==> src/sv/lsag_pkg.sv <==
// Shared types, codes and helper functions for the light sensor auto-gain block.
package lsag_pkg;

  localparam logic [2:0] IT_TOP  = 3'd4;
  localparam logic [2:0] TOP_EXP = 3'd7;

  // Configuration register indexes
  localparam logic [2:0] CFG_ENABLE   = 3'd0;
  localparam logic [2:0] CFG_LOW      = 3'd1;
  localparam logic [2:0] CFG_HIGH     = 3'd2;
  localparam logic [2:0] CFG_LUX      = 3'd3;
  localparam logic [2:0] CFG_INIT_IT  = 3'd4;
  localparam logic [2:0] CFG_INIT_GN  = 3'd5;
  localparam logic [2:0] CFG_INIT_DD  = 3'd6;

  localparam logic [1:0] GAIN_1X = 2'd0;
  localparam logic [1:0] GAIN_2X = 2'd1;
  localparam logic [1:0] GAIN_4X = 2'd2;

  typedef enum logic [2:0] {
    ACT_START   = 3'd0,
    ACT_RECONF  = 3'd1,
    ACT_PUBLISH = 3'd2,
    ACT_INVALID = 3'd3,
    ACT_SKIP    = 3'd4
  } action_e;

  typedef enum logic [5:0] {
    ST_IDLE   = 6'b000001,
    ST_DECIDE = 6'b000010,
    ST_SEARCH = 6'b000100,
    ST_CHECK  = 6'b001000,
    ST_LUX    = 6'b010000,
    ST_FINISH = 6'b100000
  } state_e;

  // Controller to datapath
  typedef struct packed {
    logic    cap_in;
    logic    prep;
    logic    start_rd;
    logic    fail;
    logic    good;
    logic    k_zero;
    logic    k_top;
    logic    k_inc;
    logic    apply;
    logic    publish;
    logic    set_act;
    action_e act;
    logic    load_out;
  } cmd_t;

  // Datapath to controller
  typedef struct packed {
    logic is_tick;
    logic busy;
    logic ok;
    logic adjust;
    logic clipped;
    logic zero;
    logic more;
    logic k_eq_e;
    logic out_free;
  } sts_t;

  function automatic logic [1:0] gain_exp(input logic [1:0] code);
    logic [1:0] r;
    case (code)
      GAIN_2X: r = 2'd1;
      GAIN_4X: r = 2'd2;
      default: r = 2'd0;
    endcase
    return r;
  endfunction

  // Integration time in ms: 50 * 2^it, held at 800 for it of 4 and above
  function automatic logic [11:0] it_ms(input logic [2:0] it);
    logic [11:0] r;
    case (it)
      3'd0:    r = 12'd50;
      3'd1:    r = 12'd100;
      3'd2:    r = 12'd200;
      3'd3:    r = 12'd400;
      default: r = 12'd800;
    endcase
    return r;
  endfunction

endpackage

==> src/sv/lsag_ctrl.sv <==
// Sequencing state machine of the auto-gain block.
module lsag_ctrl import lsag_pkg::*; (
  input  logic clk_i,
  input  logic rst_ni,
  input  logic in_valid_i,
  output logic in_ready_o,
  input  sts_t sts_i,
  output cmd_t cmd_o
);

  state_e state_q, state_d;

  assign in_ready_o = (state_q == ST_IDLE);

  always_comb begin
    state_d = state_q;
    cmd_o = '0;
    cmd_o.act = ACT_START;
    case (state_q)
      ST_IDLE: begin
        if (in_valid_i) begin
          cmd_o.cap_in = 1'b1;
          state_d = ST_DECIDE;
        end
      end
      ST_DECIDE: begin
        cmd_o.prep = 1'b1;
        if (sts_i.is_tick) begin
          cmd_o.set_act = 1'b1;
          if (sts_i.busy) begin
            cmd_o.act = ACT_SKIP;
          end else begin
            cmd_o.start_rd = 1'b1;
            cmd_o.act = ACT_START;
          end
          state_d = ST_FINISH;
        end else if (!sts_i.busy) begin
          // stray completion, no result
          state_d = ST_IDLE;
        end else if (!sts_i.ok) begin
          cmd_o.fail = 1'b1;
          cmd_o.set_act = 1'b1;
          cmd_o.act = ACT_INVALID;
          state_d = ST_FINISH;
        end else begin
          cmd_o.good = 1'b1;
          if (sts_i.adjust) begin
            if (sts_i.clipped) begin
              cmd_o.k_zero = 1'b1;
              state_d = ST_CHECK;
            end else if (sts_i.zero) begin
              cmd_o.k_top = 1'b1;
              state_d = ST_CHECK;
            end else begin
              cmd_o.k_zero = 1'b1;
              state_d = ST_SEARCH;
            end
          end else begin
            state_d = ST_LUX;
          end
        end
      end
      ST_SEARCH: begin
        if (sts_i.more) begin
          cmd_o.k_inc = 1'b1;
        end else begin
          state_d = ST_CHECK;
        end
      end
      ST_CHECK: begin
        if (sts_i.k_eq_e) begin
          state_d = ST_LUX;
        end else begin
          cmd_o.apply = 1'b1;
          cmd_o.set_act = 1'b1;
          cmd_o.act = ACT_RECONF;
          state_d = ST_FINISH;
        end
      end
      ST_LUX: begin
        cmd_o.publish = 1'b1;
        cmd_o.set_act = 1'b1;
        cmd_o.act = ACT_PUBLISH;
        state_d = ST_FINISH;
      end
      ST_FINISH: begin
        if (sts_i.out_free) begin
          cmd_o.load_out = 1'b1;
          state_d = ST_IDLE;
        end
      end
      default: state_d = ST_IDLE;
    endcase
  end

  always_ff @(posedge clk_i or negedge rst_ni) begin
    if (!rst_ni) begin
      state_q <= ST_IDLE;
    end else begin
      state_q <= state_d;
    end
  end

  assert property (@(posedge clk_i) disable iff (!rst_ni)
    cmd_o.load_out |-> sts_i.out_free)
    else $error("result loaded while output register is occupied");

  assert property (@(posedge clk_i) disable iff (!rst_ni)
    (state_q == ST_SEARCH && !sts_i.more) |=> state_q == ST_CHECK)
    else $error("search did not end in the check step");

endmodule

==> src/sv/lsag_dp.sv <==
// Datapath: configuration, live gain settings, window search, lux product and result register.
module lsag_dp import lsag_pkg::*; #(
  parameter int unsigned MAX_RETRIES = 2,
  parameter int unsigned CLIP_LEVEL  = 64224
) (
  input  logic        clk_i,
  input  logic        rst_ni,
  input  logic        cfg_valid_i,
  input  logic [2:0]  cfg_index_i,
  input  logic [23:0] cfg_data_i,
  input  logic        kind_i,
  input  logic [15:0] ambient_counts_i,
  input  logic        read_ok_i,
  input  cmd_t        cmd_i,
  output sts_t        sts_o,
  output logic        out_valid_o,
  input  logic        out_ready_i,
  output logic [2:0]  action_o,
  output logic [2:0]  integ_exp_out_o,
  output logic [1:0]  gain_code_out_o,
  output logic        digital_double_out_o,
  output logic [11:0] wait_ms_o,
  output logic [46:0] lux_fixed_o,
  output logic        warning_o
);

  // configuration
  logic        en_q;
  logic [15:0] low_q, high_q;
  logic [23:0] lpc_q;
  // live state
  logic [2:0]  it_q;
  logic [1:0]  gain_q;
  logic        dd_q;
  logic [1:0]  retries_q;
  logic        busy_q, warn_q;
  // request capture and working values
  logic        kind_q, ok_q;
  logic [15:0] counts_q;
  logic [39:0] prod_q;
  logic [23:0] num_q;
  logic [2:0]  k_q;
  action_e     act_q;
  logic [11:0] wait_q;
  logic [46:0] lux_q;
  // result register
  logic        out_valid_q;
  action_e     out_act_q;
  logic [2:0]  out_it_q;
  logic [1:0]  out_gain_q;
  logic        out_dd_q;
  logic [11:0] out_wait_q;
  logic [46:0] out_lux_q;
  logic        out_warn_q;

  logic [2:0]  sens_e;
  logic        clipped, outside;
  logic [16:0] win_sum;
  logic [23:0] num_d;
  logic [24:0] cnt_shift;
  logic [2:0]  new_it;
  logic [1:0]  rem;
  logic [1:0]  new_gain;
  logic        new_dd;
  logic [11:0] wait_d;
  logic [46:0] lux_d;
  logic [2:0]  cfg_it;
  logic [1:0]  cfg_gain;

  assign sens_e  = it_q + 3'(gain_exp(gain_q)) + 3'(dd_q);
  assign clipped = counts_q >= 16'(CLIP_LEVEL);
  assign outside = clipped || (counts_q < low_q) || (counts_q > high_q);
  assign win_sum = {1'b0, low_q} + {1'b0, high_q};
  assign num_d   = {7'd0, win_sum} << sens_e;
  // counts * 2^(k+2), compared against (low+high) * 2^e
  assign cnt_shift = {9'd0, counts_q} << (4'(k_q) + 4'd2);

  // split k: integration first, then analog gain, then digital doubling
  assign new_it   = (k_q > IT_TOP) ? IT_TOP : k_q;
  assign rem      = 2'(k_q - new_it);
  assign new_gain = (rem >= 2'd2) ? GAIN_4X : rem;
  assign new_dd   = (rem == 2'd3);
  assign wait_d   = it_ms(it_q) + (it_ms(new_it) << 1);
  assign lux_d    = {7'd0, prod_q} << (TOP_EXP - sens_e);

  assign cfg_it   = (cfg_data_i[2:0] > IT_TOP) ? IT_TOP : cfg_data_i[2:0];
  assign cfg_gain = (cfg_data_i[1:0] == 2'd3) ? GAIN_1X : cfg_data_i[1:0];

  always_comb begin
    sts_o.is_tick  = !kind_q;
    sts_o.busy     = busy_q;
    sts_o.ok       = ok_q;
    sts_o.adjust   = en_q && (retries_q != 2'd0) && outside;
    sts_o.clipped  = clipped;
    sts_o.zero     = (counts_q == 16'd0);
    sts_o.more     = (k_q != TOP_EXP) && (cnt_shift <= {1'b0, num_q});
    sts_o.k_eq_e   = (k_q == sens_e);
    sts_o.out_free = !out_valid_q || out_ready_i;
  end

  // control state
  always_ff @(posedge clk_i or negedge rst_ni) begin
    if (!rst_ni) begin
      en_q        <= 1'b1;
      low_q       <= 16'd6553;
      high_q      <= 16'd52428;
      lpc_q       <= 24'd0;
      it_q        <= 3'd0;
      gain_q      <= GAIN_1X;
      dd_q        <= 1'b0;
      retries_q   <= 2'd0;
      busy_q      <= 1'b0;
      warn_q      <= 1'b0;
      out_valid_q <= 1'b0;
    end else begin
      if (cfg_valid_i) begin
        case (cfg_index_i)
          CFG_ENABLE:  en_q   <= cfg_data_i[0];
          CFG_LOW:     low_q  <= cfg_data_i[15:0];
          CFG_HIGH:    high_q <= cfg_data_i[15:0];
          CFG_LUX:     lpc_q  <= cfg_data_i;
          CFG_INIT_IT: it_q   <= cfg_it;
          CFG_INIT_GN: gain_q <= cfg_gain;
          CFG_INIT_DD: dd_q   <= cfg_data_i[0];
          default: ;
        endcase
      end
      if (cmd_i.start_rd) begin
        busy_q    <= 1'b1;
        retries_q <= 2'(MAX_RETRIES);
      end
      if (cmd_i.fail) begin
        warn_q <= 1'b1;
        busy_q <= 1'b0;
      end
      if (cmd_i.good) begin
        warn_q <= 1'b0;
      end
      if (cmd_i.apply) begin
        it_q      <= new_it;
        gain_q    <= new_gain;
        dd_q      <= new_dd;
        retries_q <= retries_q - 2'd1;
      end
      if (cmd_i.publish) begin
        busy_q <= 1'b0;
      end
      if (cmd_i.load_out) begin
        out_valid_q <= 1'b1;
      end else if (out_ready_i) begin
        out_valid_q <= 1'b0;
      end
    end
  end

  // payload
  always_ff @(posedge clk_i) begin
    if (cmd_i.cap_in) begin
      kind_q   <= kind_i;
      counts_q <= ambient_counts_i;
      ok_q     <= read_ok_i;
    end
    if (cmd_i.prep) begin
      prod_q <= 40'(counts_q) * 40'(lpc_q);
      num_q  <= num_d;
      wait_q <= 12'd0;
      lux_q  <= 47'd0;
    end
    if (cmd_i.k_zero) begin
      k_q <= 3'd0;
    end else if (cmd_i.k_top) begin
      k_q <= TOP_EXP;
    end else if (cmd_i.k_inc) begin
      k_q <= k_q + 3'd1;
    end
    if (cmd_i.set_act) begin
      act_q <= cmd_i.act;
    end
    if (cmd_i.apply) begin
      wait_q <= wait_d;
    end
    if (cmd_i.publish) begin
      lux_q <= lux_d;
    end
    if (cmd_i.load_out) begin
      out_act_q  <= act_q;
      out_it_q   <= it_q;
      out_gain_q <= gain_q;
      out_dd_q   <= dd_q;
      out_wait_q <= wait_q;
      out_lux_q  <= lux_q;
      out_warn_q <= warn_q;
    end
  end

  assign out_valid_o          = out_valid_q;
  assign action_o             = out_act_q;
  assign integ_exp_out_o      = out_it_q;
  assign gain_code_out_o      = out_gain_q;
  assign digital_double_out_o = out_dd_q;
  assign wait_ms_o            = out_wait_q;
  assign lux_fixed_o          = out_lux_q;
  assign warning_o            = out_warn_q;

  assert property (@(posedge clk_i) disable iff (!rst_ni)
    cmd_i.apply |=> retries_q == $past(retries_q) - 2'd1)
    else $error("reconfigure did not use up one retry");

  assert property (@(posedge clk_i) disable iff (!rst_ni)
    cmd_i.publish |=> !busy_q)
    else $error("busy still set after publishing lux");

  assert property (@(posedge clk_i) disable iff (!rst_ni)
    (out_valid_q && out_act_q != ACT_RECONF) |-> out_wait_q == 12'd0)
    else $error("nonzero wait on a result that is not a reconfigure");

  assert property (@(posedge clk_i) disable iff (!rst_ni)
    (out_valid_q && out_act_q != ACT_PUBLISH) |-> out_lux_q == 47'd0)
    else $error("nonzero lux on a result that is not a publish");

endmodule

==> src/sv/light_sensor_auto_gain.sv <==
// Light sensor auto-gain top level: handshake ports, controller and datapath.
// Each request (update tick or completed reading) is taken when the block is
// idle and yields at most one result. A tick or a failed read passes through
// the decide and finish steps and a stray completion goes from decide back to
// idle; a reading inside the window, or one that may not change sensitivity,
// goes through the lux step; a clipped or zero reading goes through the check
// step, and the lux step too when it keeps the sensitivity; any other reading
// outside the window first runs the window search, which tests one doubling of
// the target per cycle. A finished result sits in an output register, so the
// block goes back to idle while it waits to be taken; only a second result
// waiting on a full output register holds the block up. Configuration writes
// are taken in any cycle and must come only while idle.
module light_sensor_auto_gain import lsag_pkg::*; #(
  parameter int unsigned MAX_RETRIES = 2,
  parameter int unsigned CLIP_LEVEL  = 64224
) (
  input  logic        clk_i,
  input  logic        rst_ni,
  input  logic        cfg_valid_i,
  output logic        cfg_ready_o,
  input  logic [2:0]  cfg_index_i,
  input  logic [23:0] cfg_data_i,
  input  logic        in_valid_i,
  output logic        in_ready_o,
  input  logic        kind_i,
  input  logic [15:0] ambient_counts_i,
  input  logic        read_ok_i,
  output logic        out_valid_o,
  input  logic        out_ready_i,
  output logic [2:0]  action_o,
  output logic [2:0]  integ_exp_out_o,
  output logic [1:0]  gain_code_out_o,
  output logic        digital_double_out_o,
  output logic [11:0] wait_ms_o,
  output logic [46:0] lux_fixed_o,
  output logic        warning_o
);

  cmd_t cmd;
  sts_t sts;

  assign cfg_ready_o = 1'b1;

  lsag_ctrl u_ctrl (
    .clk_i      (clk_i),
    .rst_ni     (rst_ni),
    .in_valid_i (in_valid_i),
    .in_ready_o (in_ready_o),
    .sts_i      (sts),
    .cmd_o      (cmd)
  );

  lsag_dp #(
    .MAX_RETRIES (MAX_RETRIES),
    .CLIP_LEVEL  (CLIP_LEVEL)
  ) u_dp (
    .clk_i                (clk_i),
    .rst_ni               (rst_ni),
    .cfg_valid_i          (cfg_valid_i),
    .cfg_index_i          (cfg_index_i),
    .cfg_data_i           (cfg_data_i),
    .kind_i               (kind_i),
    .ambient_counts_i     (ambient_counts_i),
    .read_ok_i            (read_ok_i),
    .cmd_i                (cmd),
    .sts_o                (sts),
    .out_valid_o          (out_valid_o),
    .out_ready_i          (out_ready_i),
    .action_o             (action_o),
    .integ_exp_out_o      (integ_exp_out_o),
    .gain_code_out_o      (gain_code_out_o),
    .digital_double_out_o (digital_double_out_o),
    .wait_ms_o            (wait_ms_o),
    .lux_fixed_o          (lux_fixed_o),
    .warning_o            (warning_o)
  );

endmodule
==> config.mk <==
export PLATFORM = sky130hd
export DESIGN_NAME = light_sensor_auto_gain
export DESIGN_NICKNAME = d
export VERILOG_FILES = /design/src/sv/lsag_pkg.sv /design/src/sv/lsag_ctrl.sv /design/src/sv/lsag_dp.sv /design/src/sv/light_sensor_auto_gain.sv
export SDC_FILE = /design/constraint.sdc
export NUM_CORES = 1
export LEC_CHECK = 0
export BUFFER_PORTS_ARGS = -buffer_cell sky130_fd_sc_hd__buf_2
export CAP_MARGIN = 20
export CORE_ASPECT_RATIO = 0.7
export CORE_UTILIZATION = 38
export CTS_CLUSTER_SIZE = 28
export DETAILED_ROUTE_END_ITERATION = 10
export HOLD_SLACK_MARGIN = 0.12
export SYNTH_ARGS = -nofsm -noshare
export SYNTH_HDL_FRONTEND = slang
export SYNTH_SLANG_ARGS = --single-unit
==> constraint.sdc <==
create_clock -name clk_i -period 8.6 [get_ports clk_i]
set_input_delay 1.72 -clock clk_i [delete_from_list [all_inputs] [get_ports clk_i]]
set_output_delay 1.72 -clock clk_i [all_outputs]
set_load 0.05 [all_outputs]
==> metrics <==
outcome finished, final reports clean; Area growth, synth to finish 9.75%; # hold bufs at CTS 0; Crit Path Max Fanout 17; port bufs around 120; gpl congestion between 0.9 and 1; Post-synth ARST share between 20 and 30%; Setup Viol. Count Final 0; chip width approximately 320 µm; WP data required about 9 ns; fin. max-slew vios 0; postcts setup bufs 0; dpl hpwl 56700 µm; Worst Tran Pin Value roughly 1.0 ns; syn nets between 3000 and 4000; CTS tree done; pin count of the biggest net entering global routing just under 70; Setup TNS 0 ns; drt wl/cell between 15 and 20 µm; die height about 230 µm; Final Net Count 3356; largest cells by area after synthesis edfxtp_1, fa_1, ha_1; IO Pins 122; ys flop type edfxtp_1; total core area between 0.07 and 0.08 mm²; Final Instance Count excl. Fillers 3792; Hold Fails Final Rpt 0; worst hold path type reg -> reg; Routed Antenna Nets 0; fin crit share slightly above 80%; Mapped Area 0.0275 mm²; Worst-path clk slew ~0.07 ns; max cap viols 0; ratio of cells with drive above 1 in the final layout between 10% and 20%; CTS Sinks 288; global route overflow 0; top-count cell post-synth inv_1; Arr. time, crit path approximately 7.4 ns; post-synth cell types 86; initial antenna violation count 6; Layout Skew 0.0387 ns; first-pass GRT wire length 113000 µm; Ys Warns 0; post-synthesis sequential area ratio between 30% and 40%; Syn Area/Cell between 9 and 10 µm²; post-synth top area cell edfxtp_1; CP Capture Type register; Syn Inst Count ~2800; DR pass1 iterations 6; placed insts around 3700; RSZ-0062 raised after global routing false; Initial Util between 30% and 40%; CP startpoint kind register; number of global-route vias before repair between 15000 and 20000; Clock Tree Buf Depth 3; final wirelength roughly 73000 µm; top post-synthesis cells by count inv_1, nand2_1, fa_1; Total Routing Usage GR between 10% and 20%; Max Freq between 100 and 150 MHz; post-CTS sizing 0; worst setup path category reg -> reg; DR iter-0 viols around 1700; DR DRC count 0; Skew-Pair Late Insertion Delay between 0.6 and 0.7 ns; Slew headroom between 30% and 40%; vias per std cell 5.16; Yosys top cell area share a little under a quarter; number of enable flip-flop cells after synthesis 211; FF+latch count, synth between 200 and 300; Rows 82; Die ar. roughly 0.073 mm²; CTS root buf clkbuf_16; H-tree levels 1; number of CTS-inserted buffers 30; crit path time final between 7 and 8 ns; routed vias 19600
layer usage:
layer / vias up / part of all wire (%) / track usage, %
met5: - / 0 / 0
met4: 0 / 1.4 / 3.38
met3: 68 / 7.7 / 3.25
met2: 645 / 40 / 27.7
met1: 9827 / 51 / 32.2
li1: 9044 / - / -
cell usage in the layout, fill, tap and decap left out, types with 8 or more instances in the layout:
cell       netlist  layout
dfstp_2         17      17
and2_1         182     182
a21o_1          38      38
nand3_1         17      17
nor3_1          27      27
mux4_2           8       8
o21a_1          15      15
o21bai_1        10      10
mux2_2          44      44
o21ai_0         82      82
mux2i_1         96      96
clkbuf_16        0      30
buf_4            2      41
nor2b_1         14      13
nor2_1         109     109
and3_1           8       8
a21oi_1        131     131
nand4_1         16      16
a31oi_1         16      16
o22ai_1          8       8
ha_1           197     197
o211ai_1         8       8
xor2_1          19      18
dfrtp_1         57      57
a211oi_1        11      11
inv_1          430     429
clkbuf_1       130       8
nand2b_1        13      13
edfxtp_1       211     211
nand2_1        368     367
xnor2_1         41      40
buf_2            3     118
fa_1           310     309
worst max-delay path, stage by stage, from the launching register on:
cell and delay, ns:
edfxtp_1 0.86, buf_4 0.35, nand2_1 0.10, fa_1 0.53, inv_1 0.05, fa_1 0.48, fa_1 0.57, fa_1 0.43
fa_1 0.49, inv_1 0.05, fa_1 0.53, inv_1 0.04, ha_1 0.38, and4_1 0.27, nand4_1 0.13, o211ai_1 0.39
a21oi_1 0.18, o21a_1 0.29, o21ai_0 0.35, mux2i_1 0.22, nand3_1 0.09
cell families after synthesis:
kind of cell / share of synthesized area (%)
AO/OA/AOI/OAI: 8.60
XOR/XNOR: 1.91
adder cells (fa/ha/maj): 31.6
buffers and inverters: 7.93
flip-flops: 30.1
multiplexers: 5.96
other: 0.0274
AND/OR/NAND/NOR: 13.8
final cells by class:
| class | count | area, µm² |
|---|---|---|
| fillers | 6895 | 41400 |
| multi-input cells | 1886 | 17100 |
| flip-flops and latches | 288 | 8270 |
| inverters | 432 | 1620 |
| well taps | 966 | 1210 |
| repair buffers | 161 | 946 |
| clock buffers | 41 | 822 |
| clock inverters | 15 | 174 |
| diodes | 3 | 7.51 |
state kept, by name (all words and copies together) (netlist names), 2 cells and up:
name,cells
u_dp.counts_q,16
u_dp.lux_q,47
u_dp.gain_q,2
u_dp.act_q,3
u_dp.wait_ms_o,11
u_dp.high_q,16
u_dp.num_q,24
u_dp.prod_q,40
u_dp.lux_fixed_o,47
u_dp.lpc_q,24
u_ctrl.state_q,6
u_dp.retries_q,2
u_dp.wait_q,11
u_dp.low_q,16
u_dp.it_q,3
u_dp.gain_code_out_o,2
u_dp.integ_exp_out_o,3
u_dp.k_q,3
u_dp.action_o,3
path summary, 6_finish.rpt:
kind / slack, ns / endpoint / depth (start not counted) / start
min: 0.42 / u_dp.lux_fixed_o[11] / 0 / u_dp.lux_q[11]
max in group asynchronous: 6.54 / u_dp.lpc_q[0] / 2 / rst_ni
min reg2reg: 0.42 / u_dp.lux_fixed_o[11] / 0 / u_dp.lux_q[11]
max reg2reg: 1.55 / u_dp.prod_q[38] / 20 / u_dp.counts_q[8]
max: 1.55 / u_dp.prod_q[38] / 20 / u_dp.counts_q[8]
min in group asynchronous: 1.08 / u_dp.lpc_q[17] / 1 / rst_ni
through the flow:
stage / cell area [µm²] / setup WS [ns] / utilization [%] / hold slack (ns)
after floorplan: 27500 / 2.06 / - / 0.400
after global placement: 29100 / 1.67 / 40.7 / 0.401
after detailed placement: 29100 / 1.54 / 40.7 / 0.405
after CTS: 30100 / 1.58 / 42.1 / 0.420
after global routing: 30100 / 1.17 / 42.1 / 0.424
final: 30100 / 1.55 / 42.1 / 0.418
Power is left out: the tool's default activity adds up to more than one toggle a clock period on the data nets, which glitch-free logic cannot reach.
